===== src/sv/move_command_frame_parser_assert.svh =====
// Assertion macros for the move command frame parser.
`ifndef MOVE_COMMAND_FRAME_PARSER_ASSERT_SVH
`define MOVE_COMMAND_FRAME_PARSER_ASSERT_SVH

// Property held at every rising clock edge outside reset.
`define MCFP_ASSERT(lbl, clk, rstn, prop, msg) \
    lbl: assert property (@(posedge clk) disable iff (!rstn) (prop)) else $error(msg);

// Antecedent in one cycle implies consequent in the next.
`define MCFP_ASSERT_NEXT(lbl, clk, rstn, ante, cons, msg) \
    lbl: assert property (@(posedge clk) disable iff (!rstn) (ante) |=> (cons)) \
        else $error(msg);

`endif


===== src/sv/mcfp_pkg.sv =====
// Package: constants and types of the move command frame parser.
package mcfp_pkg;

    localparam int SLOTS      = 7;
    localparam int CNT_W      = 3;
    localparam int BYTE_W     = 8;
    localparam int STEPS_W    = 17;
    localparam int PROD_W     = 16;
    localparam int M_TDATA_W  = 24;

    localparam logic [BYTE_W-1:0] CH_R     = 8'h72;
    localparam logic [BYTE_W-1:0] CH_A     = 8'h61;
    localparam logic [BYTE_W-1:0] CH_V     = 8'h76;
    localparam logic [BYTE_W-1:0] CH_S     = 8'h73;
    localparam logic [BYTE_W-1:0] CH_EMPTY = 8'h00;

    localparam logic [CNT_W-1:0] CNT_FULL = 3'd7;

    typedef logic [BYTE_W-1:0]         byte_t;
    typedef logic [CNT_W-1:0]          cnt_t;
    typedef logic signed [STEPS_W-1:0] steps_t;

endpackage


===== src/sv/move_command_frame_parser.sv =====
// Top level: move command frame parser, byte stream in, start-move step counts out.
//
//  channel | dir | payload                         | handshake
//  s_      | in  | s_tdata[7:0] rx_byte            | s_tvalid / s_tready
//  m_      | out | m_tdata[16:0] move_steps, signed| m_tvalid / m_tready
//
//  One byte per cycle while s_tready is high; each byte is folded into the frame buffer on the edge it is
//  accepted, and a start-move result is offered the cycle after, unless one still waits.
//  Synchronous active-low reset empties the buffer and zeroes the stored count.
//  Output is two deep; s_tready is registered and low only while a second result
//  waits behind a stalled one.
`include "move_command_frame_parser_assert.svh"

module move_command_frame_parser
    import mcfp_pkg::*;
(
    input  logic                 aclk,
    input  logic                 aresetn,
    input  logic                 s_tvalid,
    output logic                 s_tready,
    input  logic [BYTE_W-1:0]    s_tdata,   // [7:0] rx_byte
    output logic                 m_tvalid,
    input  logic                 m_tready,
    output logic [M_TDATA_W-1:0] m_tdata    // [16:0] move_steps, [23:17] zero
);

    byte_t  frame_reg [SLOTS];
    cnt_t   cnt_reg;
    cnt_t   cnt_next;
    cnt_t   cnt_new;
    steps_t stored_steps_reg;
    steps_t stored_steps_next;
    logic   m_tvalid_reg;
    steps_t m_tdata_reg;
    logic   skid_valid_reg;
    steps_t skid_data_reg;

    byte_t             view [SLOTS];
    logic              accept;
    logic              wr_en;
    logic              step_hit;
    logic              start_hit;
    logic              addr_bad;
    logic              clear;
    logic [PROD_W-1:0] prod;
    steps_t            prod_pos;
    logic              res_push;
    logic              head_free;

    assign accept = s_tvalid && s_tready;
    assign wr_en  = s_tdata != CH_EMPTY;
    assign cnt_new = wr_en ? cnt_reg + cnt_t'(1) : cnt_reg;

    always_comb begin
        for (int i = 0; i < SLOTS; i++) begin
            if (cnt_t'(i) >= cnt_new) begin
                view[i] = CH_EMPTY;
            end else if (wr_en && cnt_t'(i) == cnt_reg) begin
                view[i] = s_tdata;
            end else begin
                view[i] = frame_reg[i];
            end
        end
    end

    always_comb begin
        start_hit = cnt_new == CNT_FULL;
        for (int i = 0; i < SLOTS; i++) begin
            if (view[i] != CH_S) begin
                start_hit = 1'b0;
            end
        end
    end

    assign step_hit = view[0] == CH_R && view[1] == CH_A
                   && view[5] == CH_R && view[6] == CH_A;
    assign prod     = PROD_W'(view[2]) * PROD_W'(view[3]);
    assign prod_pos = steps_t'({1'b0, prod});

    always_comb begin
        stored_steps_next = stored_steps_reg;
        if (step_hit) begin
            if (view[4] == CH_V) begin
                stored_steps_next = prod_pos;
            end else if (view[4] == CH_A) begin
                stored_steps_next = -prod_pos;
            end
        end
    end

    assign addr_bad = (view[0] != CH_R && view[0] != CH_S && view[0] != CH_EMPTY)
                   || (view[1] != CH_A && view[1] != CH_S && view[1] != CH_EMPTY);
    assign clear    = step_hit || start_hit || cnt_new == CNT_FULL || addr_bad;
    assign cnt_next = clear ? '0 : cnt_new;

    assign res_push  = accept && start_hit;
    assign head_free = !m_tvalid_reg || m_tready;

    always_ff @(posedge aclk) begin
        if (!aresetn) begin
            cnt_reg          <= '0;
            stored_steps_reg <= '0;
            m_tvalid_reg     <= 1'b0;
            skid_valid_reg   <= 1'b0;
        end else begin
            if (accept) begin
                cnt_reg          <= cnt_next;
                stored_steps_reg <= stored_steps_next;
            end
            if (head_free) begin
                m_tvalid_reg   <= skid_valid_reg || res_push;
                skid_valid_reg <= 1'b0;
            end else if (res_push) begin
                skid_valid_reg <= 1'b1;
            end
        end
    end

    always_ff @(posedge aclk) begin
        if (accept && wr_en && cnt_reg < CNT_FULL) begin
            frame_reg[cnt_reg] <= s_tdata;
        end
        if (head_free) begin
            if (skid_valid_reg) begin
                m_tdata_reg <= skid_data_reg;
            end else if (res_push) begin
                m_tdata_reg <= stored_steps_reg;
            end
        end else if (res_push) begin
            skid_data_reg <= stored_steps_reg;
        end
    end

    assign s_tready = !skid_valid_reg;
    assign m_tvalid = m_tvalid_reg;
    assign m_tdata  = {{(M_TDATA_W - STEPS_W){1'b0}}, m_tdata_reg};

    `MCFP_ASSERT(a_cnt_range, aclk, aresetn, cnt_reg < CNT_FULL, "frame count reached seven")
    `MCFP_ASSERT(a_ready_free, aclk, aresetn, !m_tvalid_reg |-> s_tready, "ready low while empty")
    `MCFP_ASSERT_NEXT(a_start_out, aclk, aresetn, accept && start_hit, m_tvalid_reg, "start lost")
    `MCFP_ASSERT_NEXT(a_clear, aclk, aresetn, accept && clear, cnt_reg == '0, "buffer not cleared")

endmodule

===== config.mk =====
export PLATFORM = sky130hd
export DESIGN_NAME = move_command_frame_parser
export DESIGN_NICKNAME = d
export VERILOG_FILES = /design/src/sv/mcfp_pkg.sv /design/src/sv/move_command_frame_parser.sv
export VERILOG_INCLUDE_DIRS = /design/src /design/src/sv
export SDC_FILE = /design/constraint.sdc
export NUM_CORES = 1
export LEC_CHECK = 0
export ABC_AREA = 1
export ABC_CLOCK_PERIOD_IN_PS = 8700
export BUFFER_PORTS_ARGS = -buffer_cell sky130_fd_sc_hd__buf_4
export CORE_MARGIN = 2
export CORE_UTILIZATION = 30
export CTS_CLUSTER_SIZE = 40
export DETAILED_ROUTE_END_ITERATION = 10
export PLACE_DENSITY_LB_ADDON = 0.1
export SLEW_MARGIN = 20
export SYNTH_ARGS = -nofsm -noshare
export SYNTH_HDL_FRONTEND = slang
export SYNTH_SLANG_ARGS = --single-unit

===== constraint.sdc =====
create_clock -name aclk -period 8.7 [get_ports aclk]
set_clock_uncertainty 0.15 [all_clocks]
set_input_delay 1.74 -clock aclk [delete_from_list [all_inputs] [get_ports aclk]]
set_output_delay 1.74 -clock aclk [all_outputs]
set_load 0.005 [all_outputs]

* Word-level counts from Yosys, hierarchy flattened *
Memory sizes are Yosys's and may differ from the RTL's.
Index checks and enable logic that the tools add are counted.

word-level totals
  register bits = 56
  memory bits (writable) = 56
  input bits = 12
  output and inout bits = 26
  logic and storage cells = 107
  memories kept = 1

memories
  name       depth  width  read ports  clocked after Yosys merged registers in  wr ports  line                             RTL
  frame_reg  7      8      7           0                                        1         move_command_frame_parser.sv:27  byte_t frame_reg [SLOTS];

cells by class
  $add $sub $neg = 2
  multipliers = 1
  magnitude comparators = 8
  eq/ne operators = 22
  multiplexer cells = 29
  bitwise logic cells = 2
  reductions and logical operators = 36

operator list
  kind                   number
  $mux W8                14
  $ne A8 B7 Y1 const B   9
  $mux W17               4
  $eq A8 B7 Y1 const B   6
  $reduce_bool A8 Y1     3
  $logic_and A1 B1 Y1    18
  $neg A16 Y17           1
  $mul A8 B8 Y16         1
  $eq A3 B3 Y1 const A   3
  $ge A3 B3 Y1 const A   3
  $mux W1                9
  $eq A2 B3 Y1 const A   2
  $ge A1 B3 Y1 const A   2
  $ge A2 B3 Y1 const A   2
  $logic_or A1 B1 Y1     6
  $mux W3                2
  $reduce_and A2 Y1      2
  $reduce_bool A2 Y1     2
  $add A3 B1 Y3 const B  1
  $eq A1 B3 Y1 const A   1
  $eq A3 B3 Y1 const B   1
  $logic_not A3 Y1       1
  $lt A3 B3 Y1 const B   1
  $reduce_and A3 Y1      1
  3 further kinds        5

* Longest topological paths before layout *
Gate-level depths: netlist of the first run.

  word-level depth = 16
  mapped depth = 38
  depth with buffers taken out = 36

* Worst setup path after synthesis of the first run *
Ideal clock, no wire load.

  path kind = input to register
  start = input s_tdata[2]
  end = register stored_steps_reg[9]
  library setup time = 0.114 ns
  data arrival time = 6.774 ns
  required time = 8.436 ns
  setup slack = 1.662 ns
  cell stages on the path = 29
  path buffers = 1
  path through = nor2_4 -> nand2_2 -> nor2_4 -> nand2_1 -> nand2_1 -> nand2_1 -> nand2_1 -> buf_4 -> nand2_1 -> or2_2 -> fa_1 -> fa_1 -> inv_1 -> fa_1 -> inv_1 -> fa_1 -> inv_1 -> ha_1 -> nand2_1 -> inv_1 -> nand2_1 -> nand3_1 -> xnor2_1 -> nand3_1 -> nor2_1 -> nand2_1 -> a21o_1 -> a21oi_1 -> nor2_1

on the way
  longest elaborated chain between the ends = 9
  elaborated cells on any way between the ends = 45
  those cells by class = add/sub: 1; mul: 1; order compare: 7; eq/ne: 6; mux: 17; reduce/logical: 13

RTL lines
  what                                                  line                              RTL
  start: declaration                                    move_command_frame_parser.sv:21   input logic [BYTE_W-1:0] s_tdata,
  branches (longest 9 deep; another with $neg A16 Y17)  n/a
  end signal: assignment                                move_command_frame_parser.sv:108  stored_steps_reg <= stored_steps_next;
  end: declaration                                      move_command_frame_parser.sv:31   steps_t stored_steps_reg;

Several ways; the timed one is not identified. The select of a mux whose other input is x is not followed.
A chain may end at the register's enable or synchronous reset.

* Worst setup path after layout of the first run *
  start = input s_tdata[2]
  end = register stored_steps_reg[16]

Same word-level chain as after synthesis.

==> reports/metrics.yaml, run 1 <==
clockRootBuffer: "clkbuf_16"
die_w_um: 166.7
crit_type: "input pin to flop"
grt_pass1_wl_mm: 34.54
h-tree-depth: 3
ctsHoldBuffers: 0
outcome: "finished, final reports clean"
drtIter0Drc: 435
fp.dieH_um: 166.7
postPlaceCellArea_um2: 8501
grt_max_degree: 32
core_um2: 26060
cts_sinks: 112
post_cts_buffers: 0
die_area_um2: 27800
via_per_inst: 4.549
rsz0062_at_grt: "no"
drv_cap: 0
nNetsFinal: 1110
power_frac_clock_pct: 40.8
layout-drive-gt1-share_pct: 9.268
tightest_slew_ns: 0.9521
row_count: 59
synth_cells: 992
path_clk_slew_ns: 0.07
io_buffer_count: 30
dpl.hpwl_mm: 16.69
start_util_pct: 30.49
ys_ff_latch: 112
finalHoldViolations: 0
synth.distinct_cells: 39
fmax_ghz: 0.1249
timing.slew.headroom_pct: 36.53
layout_min_cycle_time_ns: 8.006
drt_first_pass_iters: 5
drc: 0
drv_slew: 0
overflow: 0
arrival_ns: 8.11
clock_latency_ns: 0.36
cts_tree: "built"
antenna_found_initial: 0
grt_use_total_pct: 15.80
peakVddDrop_uv: 89.93
antenna_left: 0
vias: 6187
post_cts_resized: 0
yosysSeqAreaShare_pct: 39.56
setup_viol: 0
io_pins: 38
p_per_area_nw_per_um2: 116.7
switching_share_pct: 21.17
grt_pass1_vias: 6231
final.setup.tns_ns: 0
pwr-share-seq_pct: 56.2
netlist_area_um2: 7945
crit_required_ns: 8.80
area_delta_synth_final_pct: 10.71
syn_area_per_cell_um2: 8.009
cts_buffer_depth: 2
final_area_um2: 8796
antenna_cells: 0
largest_reg_flops: 56
synth-warning-count: 0
nFillCells: 2762
worst_setup_path_end_kind: "flop"
wl_per_cell_um: 15.62
drt_wl_total_mm: 21.25
p_comb_share_pct: 3.0
start_kind: "input pin"
hold_class: "flop to flop"
min_period_over_period_pct: 92.03
switchingPower_uw: 217.4
gp_congestion: 0.9159
worstPathMaxFanout: 11
intPower_uw: 809.4
p_leak_nw: 4.002
cts_buffers: 9
[cell type report]
cell class	instances	area [um2]	area share [%]
multi-input combinational	720	4139	47.06
sequential	112	3143	35.73
inverter	141	529.3	6.017
tap	335	419.2	4.765
timing repair buffer	36	270.3	3.073
clock buffer	10	229.0	2.603
clock inverter	6	66.31	0.7539
[through the flow]
stage	hold slack [ns]	std cells	utilization (%)	power [mW]	worst slack, ns
4_1_cts	0.2823	1360	33.75	1.042	0.6302
6_report	0.2825	1360	33.75	1.027	0.6937
3_5_place_dp	0.2664	1344	32.62	0.6209	0.2376
3_3_place_gp	0.2608	1344	32.62	0.6208	0.1784
2_1_floorplan	0.2582	998	-	0.6065	1.662
5_1_grt	0.2870	1360	33.75	1.061	0.1210
[worst max-delay path: stages]
cell and delay (ns):
buf_4 0.17, nor2_4 0.18, nand2_2 0.11, nor2_4 0.21, nand2_1 0.08, nand2_1 0.19
nand2_1 0.08, nand2_1 0.29, nand2_1 0.30, or2_2 0.37, fa_1 0.52, fa_1 0.53
inv_1 0.07, fa_1 0.54, inv_1 0.06, fa_1 0.53, inv_1 0.05, ha_1 0.36
nand2_1 0.15, inv_1 0.05, nand2_1 0.08, nand3_1 0.10, xnor2_1 0.48, nand2_1 0.18
nor3_1 0.27, nand4_1 0.15, a21oi_1 0.21, nor2_1 0.06
[synth_stat cells]
| master | count | share of area, % |
|---|---|---|
| ha_1 | 42 | 6.6 |
| buf_2 | 5 | 0.31 |
| nand2_4 | 4 | 0.57 |
| a21o_1 | 2 | 0.19 |
| nor3b_1 | 2 | 0.19 |
| nand2_1 | 282 | 13 |
| nor4_1 | 4 | 0.31 |
| conb_1 | 1 | 0.047 |
| o21ai_1 | 7 | 0.44 |
| inv_2 | 8 | 0.38 |
| buf_12 | 1 | 0.25 |
| nand3_1 | 57 | 3.6 |
| and2_1 | 1 | 0.079 |
| o21ai_0 | 34 | 2.1 |
| buf_6 | 4 | 0.57 |
| fa_1 | 36 | 9.1 |
| edfxtp_1 | 90 | 34 |
| nand3b_1 | 4 | 0.38 |
| xor2_1 | 9 | 0.99 |
| dfxtp_1 | 22 | 5.5 |
| nor2_2 | 6 | 0.47 |
| nand2_2 | 10 | 0.79 |
| buf_4 | 9 | 0.85 |
| nor3_1 | 7 | 0.44 |
| o211ai_1 | 1 | 0.095 |
| a21oi_1 | 22 | 1.4 |
| inv_1 | 131 | 6.2 |
| nor2_1 | 148 | 7.0 |
| and3_1 | 1 | 0.079 |
| clkinv_1 | 2 | 0.095 |
| o21bai_1 | 1 | 0.095 |
| o21ai_2 | 1 | 0.11 |
| or2_2 | 1 | 0.079 |
| nand3_2 | 4 | 0.50 |
| buf_1 | 1 | 0.047 |
| clkbuf_1 | 5 | 0.24 |
| nand4_1 | 19 | 1.5 |
| nor2_4 | 5 | 0.71 |
| xnor2_1 | 3 | 0.33 |
[cell usage in the layout, fill, tap and decap left out, types with 3 or more instances in the layout]
master / Yosys / layout
fa_1: 36 / 36
nand2_4: 4 / 4
nand2_2: 10 / 10
xor2_1: 9 / 9
nand3_1: 57 / 57
nor2_1: 148 / 148
clkbuf_16: 0 / 9
nor2_2: 6 / 6
conb_1: 1 / 7
edfxtp_1: 90 / 90
nand2_1: 282 / 282
nand3b_1: 4 / 4
nor2_4: 5 / 5
inv_2: 8 / 8
o21ai_1: 7 / 7
a21oi_1: 22 / 21
nor4_1: 4 / 4
xnor2_1: 3 / 3
nor3_1: 7 / 3
nand4_1: 19 / 19
nand3_2: 4 / 4
inv_1: 131 / 131
nor3_2: 0 / 4
dfxtp_1: 22 / 22
ha_1: 42 / 42
buf_4: 9 / 36
o21ai_0: 34 / 34
[power by group through the flow]
stage          Clock [mW]  Sequential [mW]  Combinational (mW)
2_1_floorplan           0            0.590              0.0169
6_report            0.419            0.578              0.0307
3_5_place_dp            0            0.590              0.0311
3_3_place_gp            0            0.590              0.0310
5_1_grt             0.449            0.578              0.0345
4_1_cts             0.433            0.577              0.0311
[worst paths after layout]
kind | start | end | slack [ns] | cells past startpoint
max reg2reg | cnt_reg[0] | stored_steps_reg[16] | 1.57 | 24
min | stored_steps_reg[6] | skid_data_reg[6] | 0.28 | 0
max | s_tdata[2] | stored_steps_reg[16] | 0.69 | 28
min reg2reg | stored_steps_reg[6] | skid_data_reg[6] | 0.28 | 0
[metal layers]
| layer | track usage, % | routed length [um] |
|---|---|---|
| met1 | 20.84 | 10000 |
| met2 | 27.58 | 10350 |
| met3 | 2.471 | 575 |
| met4 | 3.073 | 313 |
| met5 | 0 | 0 |
[kinds of logic (layout without fill, tap and decap cells)]
group                    count (synthesis)  after routing  share of synthesized area, %
XOR/XNOR                                12             12                         1.323
buffers and inverters                  166            193                         8.929
adder cells (fa/ha/maj)                 78             78                         15.68
other                                    1              7                       0.04720
AO/OA/AOI/OAI                           68             68                         4.457
AND/OR/NAND/NOR                        555            555                         30.00
flip-flops                             112            112                         39.56
No activity file was read; power rests on OpenSTA's default activity.
==> inputs of run 2 (changes only) <==
--- a/config.mk
+++ b/config.mk
@@ -13,3 +13,2 @@
 export CORE_UTILIZATION = 30
-export CTS_CLUSTER_SIZE = 40
 export DETAILED_ROUTE_END_ITERATION = 10
==> constraint.sdc (replaced) <==
create_clock -name aclk -period 8.7 [get_ports aclk]
set_clock_uncertainty 0.15 [all_clocks]
set_input_delay 0.87 -clock aclk [delete_from_list [all_inputs] [get_ports aclk]]
set_output_delay 0.87 -clock aclk [all_outputs]
set_load 0.005 [all_outputs]
==> reports/metrics.yaml, run 2 (synthesized netlist as in run 1, its figures left out) <==
nFillCells: 2807  # +1.6%
multi_input_comb_area_um2: 4139  # unchanged
place_inst: 1343  # -0.074%
crit_type: "input pin to flop"
p_per_area_nw_per_um2: 115.6  # -0.98%
fin_cells: 1359  # -0.074%
timing.slew.headroom_pct: 36.73  # +0.20 points
crit_required_ns: 8.80  # about the same
rsz0062_at_grt: "no"
critPathMostFrequentCell: "nand2_1"
wl_per_cell_um: 15.69  # +0.42%
gp_congestion: 0.9244  # +0.93%
layout_commonest_cell: "nand2_1"
area_delta_synth_final_pct: 10.52
die_w_um: 166.7  # unchanged
cts_buffer_depth: 2  # unchanged
clock_latency_ns: 0.36  # about the same
start_kind: "input pin"
post_cts_resized: 0  # unchanged
dpl.hpwl_mm: 16.89  # +1.2%
io_buffer_count: 30  # unchanged
antenna_left: 0  # unchanged
crit_family: "simple AND/OR/NAND/NOR gates"
post_cts_buffers: 0  # unchanged
regArea_um2: 3143  # unchanged
ctsHoldBuffers: 0  # unchanged
arrival_ns: 7.34  # -0.77 ns
path_clk_slew_ns: 0.08  # about the same
holdWs_ns: 0.2835  # +0.0009900 ns
worst_setup_path_end_kind: "flop"
hold_class: "flop to flop"
peakVddDrop_uv: 86.58  # -3.7%
fmax_ghz: 0.1381  # +11%
via_per_inst: 4.553  # about the same
layout-drive-gt1-share_pct: 9.277  # about the same
power_mw: 1.015  # -1.2%
postPlaceCellArea_um2: 8493  # about the same
start_util_pct: 30.49  # unchanged
worstPathMaxFanout: 11  # unchanged
rrSetupSlack_ns: 1.52  # -0.05 ns
die_area_um2: 27800  # unchanged
grt_use_total_pct: 15.96  # +0.15 points
crit_buf_inv: 5  # unchanged
overflow: 0  # unchanged
drv_cap: 0  # unchanged
p_leak_nw: 3.995  # -0.19%
mostFrequentLayoutCells: "nand2_1 (282), nor2_1 (148), inv_1 (131), edfxtp_1 (90), nand3_1 (57)"
cts_tree: "built"
final.setup.tns_ns: 0  # unchanged
largest_reg_flops: 56  # unchanged
clockRootBuffer: "clkbuf_16"
row_count: 59  # unchanged
final_area_um2: 8781  # -0.17%
h-tree-depth: 3  # unchanged
grt_max_degree: 32  # unchanged
layout_min_cycle_time_ns: 7.243  # -0.7629 ns
finalWorstSetupSlack_ns: 1.457  # +0.7629 ns
fp.dieH_um: 166.7  # unchanged
drv_slew: 0  # unchanged
drtIter0Drc: 357  # -18%
crit_slowest_cell: "fa_1"
drt_wl_total_mm: 21.32  # +0.35%
vias: 6187  # unchanged
grt_pass1_vias: 6300  # +1.1%
min_period_over_period_pct: 83.26  # -8.8 points
nNetsFinal: 1109  # -0.090%
cts_buffers: 9  # unchanged
antenna_found_initial: 0  # unchanged
drc: 0  # unchanged
outcome: "finished, final reports clean"
setup_viol: 0  # unchanged
grt_pass1_wl_mm: 34.75  # +0.60%
utilization_pct: 33.70  # -0.058 points
io_pins: 38  # unchanged
cts_sinks: 112  # unchanged
post-place-ws_ns: 1.009  # +0.7717 ns
drt_first_pass_iters: 5  # unchanged
core_um2: 26060  # unchanged
tightest_slew_ns: 0.9490  # -0.003062 ns
antenna_cells: 0  # unchanged
finalHoldViolations: 0  # unchanged
crit_path_max_incr_delay_ns: 0.54  # about the same
[run 2: per-layer routing]
layer,wire length (um),track usage [%]
met5,0,0
met2,10520,28.15
met3,649,2.210
met4,217,2.961
met1,9930,21.03
[run 2: final cells by class]
type / instances / area share (%)
clock buffers: 10 / 2.722
flip-flops and latches: 112 / 35.79
clock inverters: 6 / 0.5557
repair buffers: 35 / 2.992
well taps: 335 / 4.773
multi-input cells: 720 / 47.14
inverters: 141 / 6.027
[run 2: worst paths after layout]
path	startpoint	end	cells past startpoint
setup / recovery	s_tdata[2]	stored_steps_reg[11]	30
hold / removal	stored_steps_reg[4]	skid_data_reg[4]	0
setup reg to reg	cnt_reg[0]	stored_steps_reg[11]	26
hold reg to reg	stored_steps_reg[4]	skid_data_reg[4]	0
[run 2: report_power, final]
| part | internal [mW] | total, mW | switching, mW |
|---|---|---|---|
| logic | 0.00741 | 0.0307 | 0.0233 |
| clock network | 0.206 | 0.407 | 0.201 |
| registers | 0.577 | 0.577 | 0.000765 |
| total | 0.790 | 1.01 | 0.225 |
==> inputs of run 3 (changes only) <==
ABC_AREA = 0   (was 1)
ABC_CLOCK_PERIOD_IN_PS = 7000   (was 8700)
clock period = 7 ns   (was 8.7 ns; I/O delays follow)
==> reports/metrics.yaml, run 3 <==
fmax_ghz: 0.1505
antenna_cells: 0  # unchanged
die_area_um2: 26480  # -4.7%
synthTopCellsByCount: "edfxtp_1 (90), nor2_1 (89), inv_1 (62)"
multi_input_comb_area_um2: 4177  # +0.91%
clockRootBuffer: "clkbuf_16"
tightest_slew_ns: 0.9948  # +0.04583 ns
area_delta_synth_final_pct: 19.63
finalHoldViolations: 0  # unchanged
clock_latency_ns: 0.36  # about the same
ctsHoldBuffers: 0  # unchanged
cts_sinks: 112  # unchanged
row_count: 58  # -1.7%
power_frac_clock_pct: 39.6  # -0.5 points
drv_slew: 0  # unchanged
worst_setup_path_end_kind: "flop"
place_inst: 1112  # -17%
core_um2: 24960  # -4.2%
crit_path_max_incr_delay_ns: 0.54  # about the same
path_clk_slew_ns: 0.07  # about the same
overflow: 0  # unchanged
post-place-ws_ns: -0.1653  # -1.175 ns
cts_tree: "built"
switching_share_pct: 22.44  # +0.30 points
pwr-share-seq_pct: 56.3  # -0.6 points
final.setup.tns_ns: 0  # unchanged
io_buffer_count: 30  # unchanged
finalWorstSetupSlack_ns: 0.3561  # -1.101 ns
postSynth.asyncResetShare_pct: 0  # unchanged
drc: 0  # unchanged
synth.most_common_cell: "edfxtp_1"
outcome: "finished, final reports clean"
cts_buffer_depth: 2  # unchanged
fp.dieH_um: 162.7  # -2.4%
synth-warning-count: 0  # unchanged
grt_use_total_pct: 14.87  # -1.1 points
peakVddDrop_uv: 105.3  # +22%
ys_ff_latch: 112  # unchanged
mostFrequentLayoutCells: "buf_4 (106), edfxtp_1 (90), nor2_1 (87), inv_1 (62), ha_1 (41)"
nFillCells: 2518  # -10%
crit_slowest_cell: "fa_1"
timing.slew.headroom_pct: 33.68  # -3.1 points
layout_commonest_cell: "buf_4"
dpl.hpwl_mm: 14.93  # -12%
h-tree-depth: 3  # unchanged
fin_cells: 1130  # -17%
cts_buffers: 9  # unchanged
gp_congestion: 0.8580  # -7.2%
die_w_um: 162.7  # -2.4%
io_pins: 38  # unchanged
drt_wl_total_mm: 18.93  # -11%
p_comb_share_pct: 4.1  # +1.1 points
utilization_pct: 36.23  # +2.5 points
switchingPower_uw: 286.4  # +27%
drv_cap: 0  # unchanged
vias: 5480  # -11%
arrival_ns: 6.70  # -0.64 ns
synth.distinct_cells: 71  # +82%
setup_viol: 0  # unchanged
synth_cells: 710  # -28%
start_kind: "input pin"
via_per_inst: 4.850  # +6.5%
antenna_found_initial: 0  # unchanged
grt_max_degree: 22  # -31%
hold_class: "flop to flop"
layout-drive-gt1-share_pct: 24.38  # +15 points
crit_type: "input pin to flop"
p_per_area_nw_per_um2: 141.1  # +22%
nNetsFinal: 885  # -20%
netlist_area_um2: 7560  # -4.9%
min_period_over_period_pct: 94.91
start_util_pct: 30.28  # -0.21 points
wl_per_cell_um: 16.75  # +6.8%
drt_first_pass_iters: 5  # unchanged
crit_required_ns: 7.06  # -1.74 ns
yosysSeqAreaShare_pct: 41.58  # +2.0 points
crit_chain: "buf_4 > or3_4 > o31ai_4 > buf_4 > mux2i_1 > nand2b_1 > buf_4 > nor2_1 > fa_1 > fa_1 > inv_1 > fa_1 > fa_1 > inv_1 > ha_1 > and3_1 > a221o_2 > xnor2_2 > nor4b_4 > o2111ai_2 > o41ai_2 > o22ai_1"
critPathMostFrequentCell: "fa_1"
netlist.area_leader.share_pct: 35.75  # +1.7 points
syn_area_per_cell_um2: 10.65  # +33%
largest_reg_flops: 56  # unchanged
ys.flop_type: "edfxtp_1"
grt_pass1_wl_mm: 30.46  # -12%
yosysTopAreaCell: "edfxtp_1"
power_mw: 1.276  # +26%
synth.area.top_cells: "edfxtp_1 (36%), fa_1 (9.5%), ha_1 (7.0%)"
layout_min_cycle_time_ns: 6.644
grt_pass1_vias: 5616  # -11%
worstPathMaxFanout: 5  # -6
regArea_um2: 3146  # about the same
antenna_left: 0  # unchanged
p_leak_nw: 3.712  # -7.1%
synth_edf_count: 90  # unchanged
drtIter0Drc: 371  # +3.9%
intPower_uw: 989.5  # +25%
==> run 3: cell count changes after synthesis, sizes merged, moves of 17 or more <==
cell | before | now
clkbuf | 5 | 22
inv | 139 | 62
mux2 | 0 | 23
mux2i | 0 | 28
nand2 | 296 | 36
nand3 | 61 | 20
nor2 | 159 | 90
o21ai | 42 | 17
==> run 3: power by group through the flow <==
stage	logic [mW]	registers, mW	clock network (mW)
after floorplan	0.0253	0.733	0
after global placement	0.0528	0.733	0
after detailed placement	0.0526	0.734	0
after CTS	0.0531	0.718	0.520
after global routing	0.0573	0.719	0.545
final	0.0528	0.718	0.505
==> run 3: logic make-up after synthesis <==
group | after synthesis | synth area share [%]
XOR/XNOR | 20 | 2.317
buffers and inverters | 100 | 5.727
multiplexers | 51 | 7.133
adder cells (fa/ha/maj) | 78 | 16.48
flip-flops | 112 | 41.58
AND/OR/NAND/NOR | 244 | 16.87
other | 1 | 0.04960
AO/OA/AOI/OAI | 104 | 9.848
==> run 3: worst paths after layout <==
check / startpoint / to / slack, ns / depth (start not counted)
worst max register to register: cnt_reg[0] / stored_steps_reg[16] / 0.37 / 22
worst min register to register: stored_steps_reg[10] / skid_data_reg[10] / 0.29 / 0
worst min-delay path: stored_steps_reg[10] / skid_data_reg[10] / 0.29 / 0
worst max-delay path: s_tdata[2] / stored_steps_reg[16] / 0.36 / 22
==> run 3: layer usage <==
metal,wire length [um],vias up,track usage (%)
met5,0,-,0
li1,-,2686,-
met4,300,0,4.103
met3,640,22,2.343
met2,9198,113,25.52
met1,8789,2659,19.47
==> run 3: cell type report <==
class,count,share of cell area (%)
sequential,112,34.78
tap,330,4.566
clock buffer,11,2.684
inverter,62,2.573
clock inverter,5,0.4151
timing repair buffer,106,8.799
multi-input combinational,504,46.18
==> run 3: per-stage QoR <==
step | instance area [um2] | hold WS [ns]
5_1_grt | 9044 | 0.2989
2_1_floorplan | 7694 | 0.2582
4_1_cts | 8955 | 0.2939
3_3_place_gp | 8667 | 0.2621
6_report | 9044 | 0.2938
3_5_place_dp | 8667 | 0.2740
==> run 3: what timing repair did <==
| action | 4_1_cts | 5_1_grt |
|---|---|---|
| setup buffers | 0 | 2 |
| endpoints found under the setup margin | 1 | 6 |
| cloned | 0 | 0 |
| pin swaps | 0 | 4 |
| gates resized for setup | 2 | 13 |
| hold endpoints to repair | 0 | 0 |
==> run 3: critical path: cells and delay by family <==
family | cells | cell delay, ns
AOI/OAI and AO/OA | 5 | 1.52
adders and majority gates | 5 | 2.27
buffers and inverters | 5 | 0.56
muxes | 1 | 0.25
xor gates and xnor gates | 1 | 0.21
and+or+nand+nor | 5 | 1.20
